`config.mk`:
```
export PLATFORM = sky130hd
export DESIGN_NAME = lru_key_cache_unit_flat
export DESIGN_NICKNAME = d
export VERILOG_FILES = /design/src/rtl/core/lkc_pkg.sv /design/src/rtl/core/lkc_if.sv /design/src/rtl/core/lkc_ctrl.sv /design/src/rtl/core/lkc_dpath.sv /design/src/rtl/core/lru_key_cache_unit.sv /design/src/flat_wrapper.sv
export SDC_FILE = /design/constraint.sdc
export NUM_CORES = 2
export LEC_CHECK = 0
export BUFFER_PORTS_ARGS = -buffer_cell sky130_fd_sc_hd__buf_2
export CAP_MARGIN = 10
export CORE_MARGIN = 10
export CORE_UTILIZATION = 55
export DETAILED_ROUTE_END_ITERATION = 10
export MAX_ROUTING_LAYER = met4
export PLACE_DENSITY = 0.71
export SETUP_SLACK_MARGIN = 0.2
export SYNTH_ARGS = -nofsm -noshare
export SYNTH_HDL_FRONTEND = slang
export SYNTH_SLANG_ARGS = --single-unit
export TNS_END_PERCENT = 50
```
`constraint.sdc`:
```
create_clock -name clk -period 14.85 [get_ports clk]
set_input_delay 2.97 -clock clk [delete_from_list [all_inputs] [get_ports clk]]
set_output_delay 2.97 -clock clk [all_outputs]
set_load 0.005 [all_outputs]
```
`src/rtl/core/lkc_pkg.sv`:
```
// Shared constants, types and codes for the LRU key cache.
package lkc_pkg;

  localparam int CAPACITY   = 16;
  localparam int ID_WIDTH   = 16;
  localparam int SLOT_W     = $clog2(CAPACITY);
  localparam int RANK_W     = $clog2(CAPACITY);
  localparam int OCC_W      = $clog2(CAPACITY + 1);
  localparam int BLOCK_ID_W = 16;
  localparam int FACE_W     = 7;
  localparam int TILE_W     = 11;
  localparam int LIMIT_W    = 5;
  localparam int OUT_SLOT_W = 4;

  localparam logic [LIMIT_W-1:0] MAX_ENTRIES_RESET = LIMIT_W'(16);

  localparam logic KIND_ANSWER = 1'b0;
  localparam logic KIND_EVICT  = 1'b1;

  typedef enum logic {
    ST_IDLE,
    ST_CMP
  } state_t;

  typedef struct packed {
    logic in_rdy;
    logic do_hit;
    logic do_evict;
    logic do_insert;
  } cmd_t;

  typedef struct packed {
    logic in_valid;
    logic hit;
    logic need_evict;
    logic out_free;
  } sts_t;

endpackage

```
`src/rtl/core/lkc_if.sv`:
```
// Channel interfaces for the LRU key cache: lookup keys, result rows and the limit register.
interface lkc_in_if;
  import lkc_pkg::*;
  logic                         valid;
  logic                         ready;
  logic [BLOCK_ID_W-1:0]        block_id;
  logic signed [FACE_W-1:0]     face_index;
  logic [TILE_W-1:0]            tile_size;

  modport source (output valid, block_id, face_index, tile_size, input ready);
  modport sink (input valid, block_id, face_index, tile_size, output ready);
endinterface

interface lkc_out_if;
  import lkc_pkg::*;
  logic                         valid;
  logic                         ready;
  logic                         kind;
  logic                         hit;
  logic [OUT_SLOT_W-1:0]        slot;
  logic [BLOCK_ID_W-1:0]        victim_block_id;
  logic signed [FACE_W-1:0]     victim_face_index;
  logic [TILE_W-1:0]            victim_tile_size;
  logic                         last;

  modport source (output valid, kind, hit, slot, victim_block_id, victim_face_index,
                  victim_tile_size, last, input ready);
  modport sink (input valid, kind, hit, slot, victim_block_id, victim_face_index,
                victim_tile_size, last, output ready);
endinterface

interface lkc_cfg_if;
  import lkc_pkg::*;
  logic                 valid;
  logic                 ready;
  logic [LIMIT_W-1:0]   max_entries;

  modport source (output valid, max_entries, input ready);
  modport sink (input valid, max_entries, output ready);
endinterface

```
`src/rtl/core/lkc_ctrl.sv`:
```
// Controller state machine that sequences lookup, eviction and insertion.
module lkc_ctrl (
  input  logic          clk,
  input  logic          rst_n,
  input  lkc_pkg::sts_t sts,
  output lkc_pkg::cmd_t cmd
);
  import lkc_pkg::*;

  state_t state_r;
  state_t state_nxt;

  always_ff @(posedge clk) begin
    if (!rst_n) begin
      state_r <= ST_IDLE;
    end else begin
      state_r <= state_nxt;
    end
  end

  always_comb begin
    state_nxt = state_r;
    unique case (state_r)
      ST_IDLE: begin
        if (sts.in_valid) begin
          state_nxt = ST_CMP;
        end
      end
      ST_CMP: begin
        if (sts.out_free && (sts.hit || !sts.need_evict)) begin
          state_nxt = ST_IDLE;
        end
      end
      default: state_nxt = ST_IDLE;
    endcase
  end

  always_comb begin
    cmd = '0;
    unique case (state_r)
      ST_IDLE: begin
        cmd.in_rdy = 1'b1;
      end
      ST_CMP: begin
        cmd.do_hit    = sts.out_free && sts.hit;
        cmd.do_evict  = sts.out_free && !sts.hit && sts.need_evict;
        cmd.do_insert = sts.out_free && !sts.hit && !sts.need_evict;
      end
      default: cmd = '0;
    endcase
  end

endmodule

```
`src/rtl/core/lkc_dpath.sv`:
```
// Datapath of the LRU key cache: entry table, recency ranks, limit register and result register.
module lkc_dpath (
  input  logic          clk,
  input  logic          rst_n,
  lkc_in_if.sink        in_ch,
  lkc_out_if.source     out_ch,
  lkc_cfg_if.sink       cfg_ch,
  input  lkc_pkg::cmd_t cmd,
  output lkc_pkg::sts_t sts
);
  import lkc_pkg::*;

  logic [CAPACITY-1:0]   valid_r;
  logic [CAPACITY-1:0]   valid_nxt;
  logic [RANK_W-1:0]     rank_r [CAPACITY];
  logic [RANK_W-1:0]     rank_nxt [CAPACITY];
  logic [ID_WIDTH-1:0]   key_id_r [CAPACITY];
  logic [FACE_W-1:0]     key_face_r [CAPACITY];
  logic [TILE_W-1:0]     key_tile_r [CAPACITY];
  logic [OCC_W-1:0]      occ_r;
  logic [OCC_W-1:0]      occ_nxt;
  logic [LIMIT_W-1:0]    max_r;

  logic [ID_WIDTH-1:0]   cur_id_r;
  logic [FACE_W-1:0]     cur_face_r;
  logic [TILE_W-1:0]     cur_tile_r;

  logic                  out_valid_r;
  logic                  out_valid_nxt;
  logic                  out_kind_r;
  logic                  out_hit_r;
  logic [OUT_SLOT_W-1:0] out_slot_r;
  logic [BLOCK_ID_W-1:0] out_vid_r;
  logic [FACE_W-1:0]     out_vface_r;
  logic [TILE_W-1:0]     out_vtile_r;
  logic                  out_last_r;

  logic [CAPACITY-1:0]   hit_vec;
  logic [CAPACITY-1:0]   victim_vec;
  logic [SLOT_W-1:0]     hit_idx;
  logic [SLOT_W-1:0]     victim_idx;
  logic [SLOT_W-1:0]     free_idx;
  logic [RANK_W-1:0]     hit_rank;
  logic [OCC_W-1:0]      limit;
  logic                  out_free;
  logic                  row_load;
  logic                  in_acc;

  assign in_ch.ready  = cmd.in_rdy;
  assign in_acc       = in_ch.valid && cmd.in_rdy;
  assign cfg_ch.ready = 1'b1;
  assign out_free     = !out_valid_r || out_ch.ready;
  assign row_load     = cmd.do_hit || cmd.do_evict || cmd.do_insert;

  always_comb begin
    if (max_r == '0) begin
      limit = OCC_W'(1);
    end else if (max_r > CAPACITY) begin
      limit = OCC_W'(CAPACITY);
    end else begin
      limit = OCC_W'(max_r);
    end
  end

  always_comb begin
    hit_idx    = '0;
    victim_idx = '0;
    free_idx   = '0;
    for (int i = 0; i < CAPACITY; i++) begin
      hit_vec[i] = valid_r[i] && (key_id_r[i] == cur_id_r) &&
                   (key_face_r[i] == cur_face_r) && (key_tile_r[i] == cur_tile_r);
      victim_vec[i] = valid_r[i] && (OCC_W'(rank_r[i]) == (occ_r - OCC_W'(1)));
      if (hit_vec[i]) begin
        hit_idx = hit_idx | SLOT_W'(i);
      end
      if (victim_vec[i]) begin
        victim_idx = victim_idx | SLOT_W'(i);
      end
    end
    for (int i = CAPACITY - 1; i >= 0; i--) begin
      if (!valid_r[i]) begin
        free_idx = SLOT_W'(i);
      end
    end
  end

  assign hit_rank = rank_r[hit_idx];

  assign sts.in_valid   = in_ch.valid;
  assign sts.hit        = |hit_vec;
  assign sts.need_evict = occ_r >= limit;
  assign sts.out_free   = out_free;

  always_comb begin
    valid_nxt = valid_r;
    occ_nxt   = occ_r;
    for (int j = 0; j < CAPACITY; j++) begin
      rank_nxt[j] = rank_r[j];
    end
    if (cmd.do_hit) begin
      for (int j = 0; j < CAPACITY; j++) begin
        if (valid_r[j] && (rank_r[j] < hit_rank)) begin
          rank_nxt[j] = rank_r[j] + 1'b1;
        end
      end
      rank_nxt[hit_idx] = '0;
    end else if (cmd.do_evict) begin
      valid_nxt[victim_idx] = 1'b0;
      occ_nxt = occ_r - OCC_W'(1);
    end else if (cmd.do_insert) begin
      for (int j = 0; j < CAPACITY; j++) begin
        if (valid_r[j]) begin
          rank_nxt[j] = rank_r[j] + 1'b1;
        end
      end
      valid_nxt[free_idx] = 1'b1;
      rank_nxt[free_idx]  = '0;
      occ_nxt = occ_r + OCC_W'(1);
    end
  end

  always_comb begin
    out_valid_nxt = out_valid_r;
    if (row_load) begin
      out_valid_nxt = 1'b1;
    end else if (out_ch.ready) begin
      out_valid_nxt = 1'b0;
    end
  end

  always_ff @(posedge clk) begin
    if (!rst_n) begin
      valid_r     <= '0;
      occ_r       <= '0;
      max_r       <= MAX_ENTRIES_RESET;
      out_valid_r <= 1'b0;
      for (int j = 0; j < CAPACITY; j++) begin
        rank_r[j] <= '0;
      end
    end else begin
      valid_r     <= valid_nxt;
      occ_r       <= occ_nxt;
      out_valid_r <= out_valid_nxt;
      for (int j = 0; j < CAPACITY; j++) begin
        rank_r[j] <= rank_nxt[j];
      end
      if (cfg_ch.valid) begin
        max_r <= cfg_ch.max_entries;
      end
    end
  end

  always_ff @(posedge clk) begin
    if (in_acc) begin
      cur_id_r   <= in_ch.block_id[ID_WIDTH-1:0];
      cur_face_r <= in_ch.face_index;
      cur_tile_r <= in_ch.tile_size;
    end
    if (cmd.do_insert) begin
      key_id_r[free_idx]   <= cur_id_r;
      key_face_r[free_idx] <= cur_face_r;
      key_tile_r[free_idx] <= cur_tile_r;
    end
    if (cmd.do_evict) begin
      out_kind_r  <= KIND_EVICT;
      out_hit_r   <= 1'b0;
      out_slot_r  <= OUT_SLOT_W'(victim_idx);
      out_vid_r   <= BLOCK_ID_W'(key_id_r[victim_idx]);
      out_vface_r <= key_face_r[victim_idx];
      out_vtile_r <= key_tile_r[victim_idx];
      out_last_r  <= 1'b0;
    end else if (cmd.do_hit || cmd.do_insert) begin
      out_kind_r  <= KIND_ANSWER;
      out_hit_r   <= cmd.do_hit;
      out_slot_r  <= cmd.do_hit ? OUT_SLOT_W'(hit_idx) : OUT_SLOT_W'(free_idx);
      out_vid_r   <= '0;
      out_vface_r <= '0;
      out_vtile_r <= '0;
      out_last_r  <= 1'b1;
    end
  end

  assign out_ch.valid             = out_valid_r;
  assign out_ch.kind              = out_kind_r;
  assign out_ch.hit               = out_hit_r;
  assign out_ch.slot              = out_slot_r;
  assign out_ch.victim_block_id   = out_vid_r;
  assign out_ch.victim_face_index = $signed(out_vface_r);
  assign out_ch.victim_tile_size  = out_vtile_r;
  assign out_ch.last              = out_last_r;

endmodule

```
`src/rtl/core/lru_key_cache_unit.sv`:
```
// Top level of the LRU key cache: controller and datapath joined by command and status.
//
// A key beat on the in_ channel (block_id, face_index, tile_size) is looked up in a
// 16-entry fully associative table. A hit makes the entry most recent and yields one
// answer row. A miss first evicts least recent entries, one eviction row each, while
// the occupancy is at least the limit, then inserts the key into the lowest free slot
// and yields the answer row. The answer row is always the final row and has last set.
// The cfg_ channel writes the limit register (zero acts as one, values above the
// table size act as the table size); the user must write it only while the block
// is idle, as the block itself does not enforce this. A key is compared in the cycle
// after its beat. Each eviction and the final hit or insert is a single compare-and-update
// step of the table, and each row is loaded into the result register; no new key beat
// is taken until the final row of the previous item has been loaded.
// The result register holds a row while out_ready is low; the table stalls then,
// but the next key beat is taken while the final row of the previous item waits.
// Reset empties the table, clears all ranks and sets the limit to 16; no sweep follows.
module lru_key_cache_unit (
  input  logic      clk,
  input  logic      rst_n,
  lkc_in_if.sink    in_ch,
  lkc_out_if.source out_ch,
  lkc_cfg_if.sink   cfg_ch
);
  import lkc_pkg::*;

  cmd_t cmd;
  sts_t sts;

  lkc_ctrl u_ctrl (
    .clk   (clk),
    .rst_n (rst_n),
    .sts   (sts),
    .cmd   (cmd)
  );

  lkc_dpath u_dpath (
    .clk    (clk),
    .rst_n  (rst_n),
    .in_ch  (in_ch),
    .out_ch (out_ch),
    .cfg_ch (cfg_ch),
    .cmd    (cmd),
    .sts    (sts)
  );

endmodule

```
`src/flat_wrapper.sv`:
```
// flat-port wrapper written by rule: the top's interface ports become plain ports
module lru_key_cache_unit_flat import lkc_pkg::*;
  (clk, rst_n, in_ch_valid, in_ch_block_id, in_ch_face_index, in_ch_tile_size, in_ch_ready, out_ch_valid, out_ch_kind, out_ch_hit, out_ch_slot, out_ch_victim_block_id, out_ch_victim_face_index, out_ch_victim_tile_size, out_ch_last, out_ch_ready, cfg_ch_valid, cfg_ch_max_entries, cfg_ch_ready);
  lkc_in_if in_ch_i ();
  lkc_out_if out_ch_i ();
  lkc_cfg_if cfg_ch_i ();
  input  logic clk;
  input  logic rst_n;
  input wire logic [$bits(in_ch_i.valid)-1:0] in_ch_valid;
  input wire logic [$bits(in_ch_i.block_id)-1:0] in_ch_block_id;
  input wire logic [$bits(in_ch_i.face_index)-1:0] in_ch_face_index;
  input wire logic [$bits(in_ch_i.tile_size)-1:0] in_ch_tile_size;
  output wire logic [$bits(in_ch_i.ready)-1:0] in_ch_ready;
  output wire logic [$bits(out_ch_i.valid)-1:0] out_ch_valid;
  output wire logic [$bits(out_ch_i.kind)-1:0] out_ch_kind;
  output wire logic [$bits(out_ch_i.hit)-1:0] out_ch_hit;
  output wire logic [$bits(out_ch_i.slot)-1:0] out_ch_slot;
  output wire logic [$bits(out_ch_i.victim_block_id)-1:0] out_ch_victim_block_id;
  output wire logic [$bits(out_ch_i.victim_face_index)-1:0] out_ch_victim_face_index;
  output wire logic [$bits(out_ch_i.victim_tile_size)-1:0] out_ch_victim_tile_size;
  output wire logic [$bits(out_ch_i.last)-1:0] out_ch_last;
  input wire logic [$bits(out_ch_i.ready)-1:0] out_ch_ready;
  input wire logic [$bits(cfg_ch_i.valid)-1:0] cfg_ch_valid;
  input wire logic [$bits(cfg_ch_i.max_entries)-1:0] cfg_ch_max_entries;
  output wire logic [$bits(cfg_ch_i.ready)-1:0] cfg_ch_ready;
  assign in_ch_i.valid = in_ch_valid;
  assign in_ch_i.block_id = in_ch_block_id;
  assign in_ch_i.face_index = in_ch_face_index;
  assign in_ch_i.tile_size = in_ch_tile_size;
  assign in_ch_ready = in_ch_i.ready;
  assign out_ch_valid = out_ch_i.valid;
  assign out_ch_kind = out_ch_i.kind;
  assign out_ch_hit = out_ch_i.hit;
  assign out_ch_slot = out_ch_i.slot;
  assign out_ch_victim_block_id = out_ch_i.victim_block_id;
  assign out_ch_victim_face_index = out_ch_i.victim_face_index;
  assign out_ch_victim_tile_size = out_ch_i.victim_tile_size;
  assign out_ch_last = out_ch_i.last;
  assign out_ch_i.ready = out_ch_ready;
  assign cfg_ch_i.valid = cfg_ch_valid;
  assign cfg_ch_i.max_entries = cfg_ch_max_entries;
  assign cfg_ch_ready = cfg_ch_i.ready;
  lru_key_cache_unit u_core (.clk(clk), .rst_n(rst_n), .in_ch(in_ch_i), .out_ch(out_ch_i), .cfg_ch(cfg_ch_i));
endmodule
```
# After elaboration in Yosys (flattened, before gate mapping)
# Memory sizes are Yosys's and may differ from the RTL's.
# Index checks and enable logic that the tools add are counted.
[totals]
ff_bits = 103
mem_bits_rw = 608
in_bits = 44
out_inout_bits = 44
word_cells = 451
memories = 4
[op_classes]
addsub = 18
n_lt_le_gt_ge = 26
n_eq_ne = 63
n_mux = 195
bitwise_logic = 27
n_reduce_logical = 103
[memory_table]
columns = ["memory", "words", "word_bits", "read_ports", "rd_clocked_by_memory_dff", "wr", "line", "rtl"]
rows = [
  ["u_core.u_dpath.key_id_r", 16, 16, 17, 0, 1, "lkc_dpath.sv:17", "logic [ID_WIDTH-1:0] key_id_r [CAPACITY];"],
  ["u_core.u_dpath.key_tile_r", 16, 11, 17, 0, 1, "lkc_dpath.sv:19", "logic [TILE_W-1:0] key_tile_r [CAPACITY];"],
  ["u_core.u_dpath.key_face_r", 16, 7, 17, 0, 1, "lkc_dpath.sv:18", "logic [FACE_W-1:0] key_face_r [CAPACITY];"],
  ["u_core.u_dpath.rank_r", 16, 4, 17, 0, 16, "lkc_dpath.sv:15", "logic [RANK_W-1:0] rank_r [CAPACITY];"],
]
[op_table]
columns = ["cell", "count"]
rows = [
  ["2-to-1 mux 4 bit", 149],
  ["== test 16 bit", 16],
  ["2-to-1 mux 64 bit", 3],
  ["== test 11 bit", 16],
  ["AND 64 bit", 2],
  ["NOT 64 bit", 2],
  ["== test 7 bit", 16],
  ["logical AND 1 bit", 89],
  ["== test 4 x 5 -> 1 bit", 15],
  ["adder 4 x 1 -> 4 bit (second input constant)", 16],
  ["less-than comparator 4 bit", 16],
  ["2-to-1 mux 16 bit", 4],
  ["demux 4 bit (select 4 bit)", 2],
  ["2-to-1 mux 3 bit", 9],
  ["2-to-1 mux 11 bit", 2],
  ["2-to-1 mux 5 bit", 4],
  ["AND 16 bit", 1],
  ["NOT 16 bit", 1],
  ["OR 1 bit", 16],
  ["OR 16 bit", 1],
  ["OR reduction 16 bit", 1],
  ["2-to-1 mux 7 bit", 2],
  ["2-to-1 mux 1 bit", 13],
  ["greater-or-equal comparator 5 bit (second input constant)", 2],
  ["17 further kinds", 34],
]

# Longest topological paths before layout
# An unclocked memory read counts as a cell.
[logic_depth]
word_depth = 29
ltp_mapped = 24
mapped_depth_nobuf = 21

# Hierarchy
# A second synthesis with hierarchy kept.
[hier_totals]
cells_unflattened = 3972
area_unflattened_um2 = 40680.3
[modules_own_cells]
columns = ["module", "n_inst", "cells_per_inst", "area_per_inst_um2", "seq_area_each_um2"]
rows = [
  ["lkc_dpath", 1, 3963, 40610.2, 20379.5],
  ["lkc_ctrl", 1, 9, 70.1, 20.0],
]

# Worst setup path after synthesis
# No wires, ideal clock.
[synth_timing]
path_type = "input -> register"
from = "input port out_ch_ready"
to = "memory u_core.u_dpath.key_face_r[14][0], enable pin"
arrival_ns = 6.723
t_required_ns = 14.423
slack_ns = 7.700
path_stages = 6
path_cell_list = "nand2b_1 > and2_1 > clkbuf_1 > nand3_1 > or3_1 > nor2_1"
[synth_via]
elab_chain_len = 6
[synth_rtl]
columns = ["element", "line", "rtl"]
rows = [
  ["from (decl)", "flat_wrapper.sv:22", "input wire logic [$bits(out_ch_i.ready)-1:0] out_ch_ready;"],
  ["logical OR 1 bit", "lkc_dpath.sv:52", "assign out_free = !out_valid_r || out_ch.ready;"],
  ["logical AND 1 bit (2 in a row)", "lkc_ctrl.sv:47", "cmd.do_insert = sts.out_free && !sts.hit && !sts.need_evict;"],
  ["2-to-1 mux 3 bit", "lkc_ctrl.sv:40", "unique case (state_r)"],
  ["2-to-1 mux 1 bit", "lkc_dpath.sv:159", "if (cmd.do_insert) begin"],
  ["2-to-1 mux 1 bit (implied by the code)", "lkc_dpath.sv:161", "key_face_r[free_idx] <= cur_face_r;"],
  ["to (decl)", "lkc_dpath.sv:18", ""],
]
# No other way between the ends.

# Worst setup path after layout
[layout_timing]
from = "register u_core.u_dpath.occ_r[0]"
to = "register u_core.u_dpath.out_vid_r[14] (netlist: u_core.u_dpath.out_ch.victim_block_id[14]), data pin"
[layout_via]
elab_chain_len = 20
elab_cells_between_ends = 51
classes_between = "1 x add/sub; 1 x order compare; 15 x eq/ne; 17 x mux; 16 x reduce/logical; 1 x memory"
[layout_rtl]
columns = ["element", "line", "rtl"]
rows = [
  ["from (decl)", "lkc_dpath.sv:20", "logic [OCC_W-1:0] occ_r;"],
  ["from (signal assigned)", "lkc_dpath.sv:142", "occ_r <= occ_nxt;"],
  ["subtractor 5 x 1 -> 5 bit", "lkc_dpath.sv:72", "victim_vec[i] = valid_r[i] && (OCC_W'(rank_r[i]) == (occ_r - OCC_W'(1)));"],
  ["== test 4 x 5 -> 1 bit", "lkc_dpath.sv:72", ""],
  ["logical AND 1 bit", "lkc_dpath.sv:72", ""],
  ["2-to-1 mux 1 bit", "lkc_dpath.sv:76", "if (victim_vec[i]) begin"],
  ["2-to-1 mux 2 bit (2 in a row)", "lkc_dpath.sv:76", ""],
  ["2-to-1 mux 3 bit (4 in a row)", "lkc_dpath.sv:76", ""],
  ["2-to-1 mux 4 bit (8 in a row)", "lkc_dpath.sv:76", ""],
  ["memory read (16 x 16 bit)", "-", ""],
  ["2-to-1 mux 16 bit *", "lkc_dpath.sv:164", "if (cmd.do_evict) begin"],
  ["to (signal assigned)", "lkc_dpath.sv:168", "out_vid_r <= BLOCK_ID_W'(key_id_r[victim_idx]);"],
  ["to (decl)", "lkc_dpath.sv:33", "logic [BLOCK_ID_W-1:0] out_vid_r;"],
]
# Mark *: on every way between the ends. The rest lies on a longest branch, timed or not.
# A chain may end at the register's enable or synchronous reset.

==> impl_metrics.yaml <==
status:
  status: "completed"
critical_path:
  arrival_ps: 6400
  cp_max_fo: 78
  cp-endpoint: "u_core.u_dpath.out_ch.victim_block_id[14]"
  reg2regPathDepth: 16
  startpoint: "u_core.u_dpath.occ_r[0]"
  cp-end-kind: "flip-flop"
  r2r_setup_slack_ps: 8810
  reg2reg_to: "u_core.u_dpath.out_ch.victim_block_id[14]"
  reg2reg_from: "u_core.u_dpath.occ_r[0]"
  startpoint_type: "flip-flop"
  crit_required_ps: 15210
  worstSetupPathType: "reg -> reg"
timing:
  period_share_pct: 40.67
  holdWs_ps: 467.2
  timing.fmax_ghz: 0.1656
  period_minus_slack_ps: 6039
  setup_viol: 0
  rsz0062_at_grt: "false"
  finalHoldViolations: 0
  final_max_slew_viol_count: 0
  fin_worst_skew_ps: 33.77
  tns_ps: 0
  worstMarginPinSlew_ps: 1275
  max_slew_margin_pct: 14.34
run:
  max_cap_violations: 0
clock_network:
  path_clk_slew_ps: 60
  clk_latency_ps: 640
  cts_resized: 0
  cts_tree: "built"
  numClockSinks: 711
  cts_root_buf: "clkbuf_16"
  postCtsSetupRepairBufs: 0
  hold_buffers: 0
  clock_path_buffers: 3
  cts_max_level: 3
  cts_buffers: 79
floorplanning:
  start_util_pct: 55.56
  rows: 100
  dieWidth_um: 294.2
  fp.dieH_um: 294.2
  ios: 88
  dieArea_um2: 86570
  core_um2: 74450
place:
  dp_cells: 4793
  routabilityCongestion: 1.030
  place_area_um2: 42570
  dp_hpwl_mm: 98.94
  portBuffers: 86
drt:
  drt_first_pass_iters: 6
  detail_route.iter0.violations: 4990
  dr_total_vias: 33850
  ant_nets: 0
  wl_per_cell_um: 29.65
  drc: 0
  viasPerCell: 6.849
  wl_mm: 146.6
synthesis:
  syn-cell-area_um2: 41360
  synth_fp_nets: 4029
  ys_seq_area_share_pct: 49.32
  synth_top_area_share_pct: 44.72
  ys_warn_count: 0
  synth_top_area_cell: "edfxtp_1"
  synthFlopType: "edfxtp_1"
  synthTopCellsByArea: "edfxtp_1, xnor2_1, xor2_1"
  synthArstFlopShare_pct: 0
  synth-edff-count: 616
  synth.avg_cell_area_um2: 10.57
  yosysUniqueCellTypes: 81
  ys_ff_latch: 711
  netlist_instances: 3914
global_route:
  antenna_found_initial: 2
  first_global_vias: 31350
  grt_max_degree: 142
  grt_pass1_wl_mm: 212.0
  track_usage_pct: 33.93
  overflow: 0
power:
  irDropWorstVdd_mv: 0.1128
  pwr_density_cell_nw_per_um2: 105.2
  p_leak_nw: 14.84
finish:
  area_delta_synth_final_pct: 9.205
  fin_area_um2: 45170
  drive_above_1_share_pct: 8.589
  final_cells: 4943
  final_nets: 4021
min_path:
  hold_class: "reg -> reg"
==> cell usage after synthesis, types with 15 or more instances <==
library cell,n
a211oi_1,207
a21boi_0,20
a21oi_1,129
a311oi_1,73
a31oi_1,74
and2_1,143
buf_1,19
buf_2,73
buf_4,36
clkbuf_1,133
dfxtp_1,95
edfxtp_1,616
ha_1,71
inv_1,60
mux2i_1,58
nand2_1,412
nand2b_1,49
nand3_1,61
nand4_1,224
nor2_1,117
nor2b_1,15
nor3_1,59
nor4_1,96
o21a_1,46
o21ai_0,130
o21ai_1,18
or4_1,22
xnor2_1,413
xor2_1,224
==> worst max-delay path, cell delays in order, from the launching register on <==
cell and delay, ps:
dfxtp_1 300, buf_4 320, inv_1 150, ha_1 290, xnor2_2 130, buf_4 300
xor2_1 170, nand4_1 100, nor3_1 430, nor4_1 200, o2111ai_4 420, buf_4 750
buf_4 860, a211oi_1 230, a311oi_1 310, a21oi_1 130, a211oi_1 510
==> sequential cells by signal, indices dropped and copies added (netlist names), 4 cells and up <==
register	flops
u_core.u_dpath.cur_tile_r	11
u_core.u_dpath.out_ch.victim_block_id	16
u_core.u_dpath.key_face_r	112
u_core.u_dpath.rank_r	64
u_core.u_dpath.max_r	5
u_core.u_dpath.out_ch.victim_tile_size	11
u_core.u_dpath.valid_r	16
u_core.u_dpath.key_id_r	256
u_core.u_dpath.cur_id_r	16
u_core.u_dpath.occ_r	5
u_core.u_dpath.out_ch.victim_face_index	7
u_core.u_dpath.key_tile_r	176
u_core.u_dpath.out_ch.slot	4
u_core.u_dpath.cur_face_r	7
==> how the worst min path moves through the flow <==
stage	from	to	slack [ps]	cells after the start
2_1_floorplan	u_core.u_dpath.max_r[0]	u_core.u_dpath.max_r[0]	460	2
3_3_place_gp	u_core.u_dpath.out_ch.last	u_core.u_dpath.out_ch.last	450	1
3_5_place_dp	u_core.u_dpath.out_ch.last	u_core.u_dpath.out_ch.last	450	1
4_1_cts	u_core.u_dpath.out_ch.last	u_core.u_dpath.out_ch.last	470	1
5_1_grt	u_core.u_dpath.out_ch.last	u_core.u_dpath.out_ch.last	490	1
6_report	u_core.u_dpath.out_ch.last	u_core.u_dpath.out_ch.last	470	1
==> cells by family after synthesis <==
group           share of synthesized area, %
simple gates                           16.57
other cells                         0.009066
buf+inv                                3.515
flops                                  49.32
xor+xnor                               13.61
mux                                    1.839
compound gates                         13.00
fa+ha+maj                              2.148
==> cell type report <==
cell class | count | area (um^2)
Antenna cell | 4 | 10.01
Clock inverter | 46 | 475.5
Timing Repair Buffer | 174 | 1116
Tap cell | 969 | 1212
Fill cell | 6055 | 29280
Clock buffer | 99 | 2103
Multi-Input combinational cell | 2880 | 19630
Sequential cell | 711 | 20400
Inverter | 60 | 225.2
==> placed cells by master, fill, tap and decap left out, drive strengths merged, types with 9 or more instances in the layout <==
cell / instances
nand2b: 49
o21ai: 148
ha: 71
inv: 64
nor2b: 15
a211oi: 207
o21a: 46
nand3b: 12
clkbuf: 99
o2111ai: 9
a21o: 14
a21boi: 23
buf: 174
nor2: 118
mux2i: 58
nor4: 96
bufinv: 9
nor3: 60
o22ai: 9
xnor2: 416
a311oi: 73
o211ai: 15
edfxtp: 616
clkinv: 27
and3: 13
mux2: 16
xor2: 224
nor4b: 15
a31oi: 75
nand3: 61
nand4: 226
and2: 146
or4: 24
a21oi: 129
nand4b: 13
dfxtp: 95
nand2: 412
==> metal layers <==
metal  share of wire (%)  GRT usage [%]  vias up
li1                    -              -    14620
met2                  44          50.20     2370
met3                  12          7.179      387
met1                  39          44.65    16480
met4                 5.3          14.92        0
met5                   0              -        -
==> power breakdown <==
| group | internal [mW] | switching, mW |
|---|---|---|
| combinational | 0.158 | 0.342 |
| clock | 1.16 | 0.842 |
| sequential | 2.21 | 0.0330 |
==> per-stage QoR <==
stage | setup WS [ps] | total power, mW | util, %
floorplan | 7700 | 2.591 | -
global placement | 8889 | 2.766 | 57.19
detailed placement | 8811 | 2.770 | 57.19
CTS | 8978 | 4.740 | 60.65
global route | 8585 | 4.863 | 60.67
finish | 8811 | 4.752 | 60.68
No activity file was read; power rests on OpenSTA's default activity.
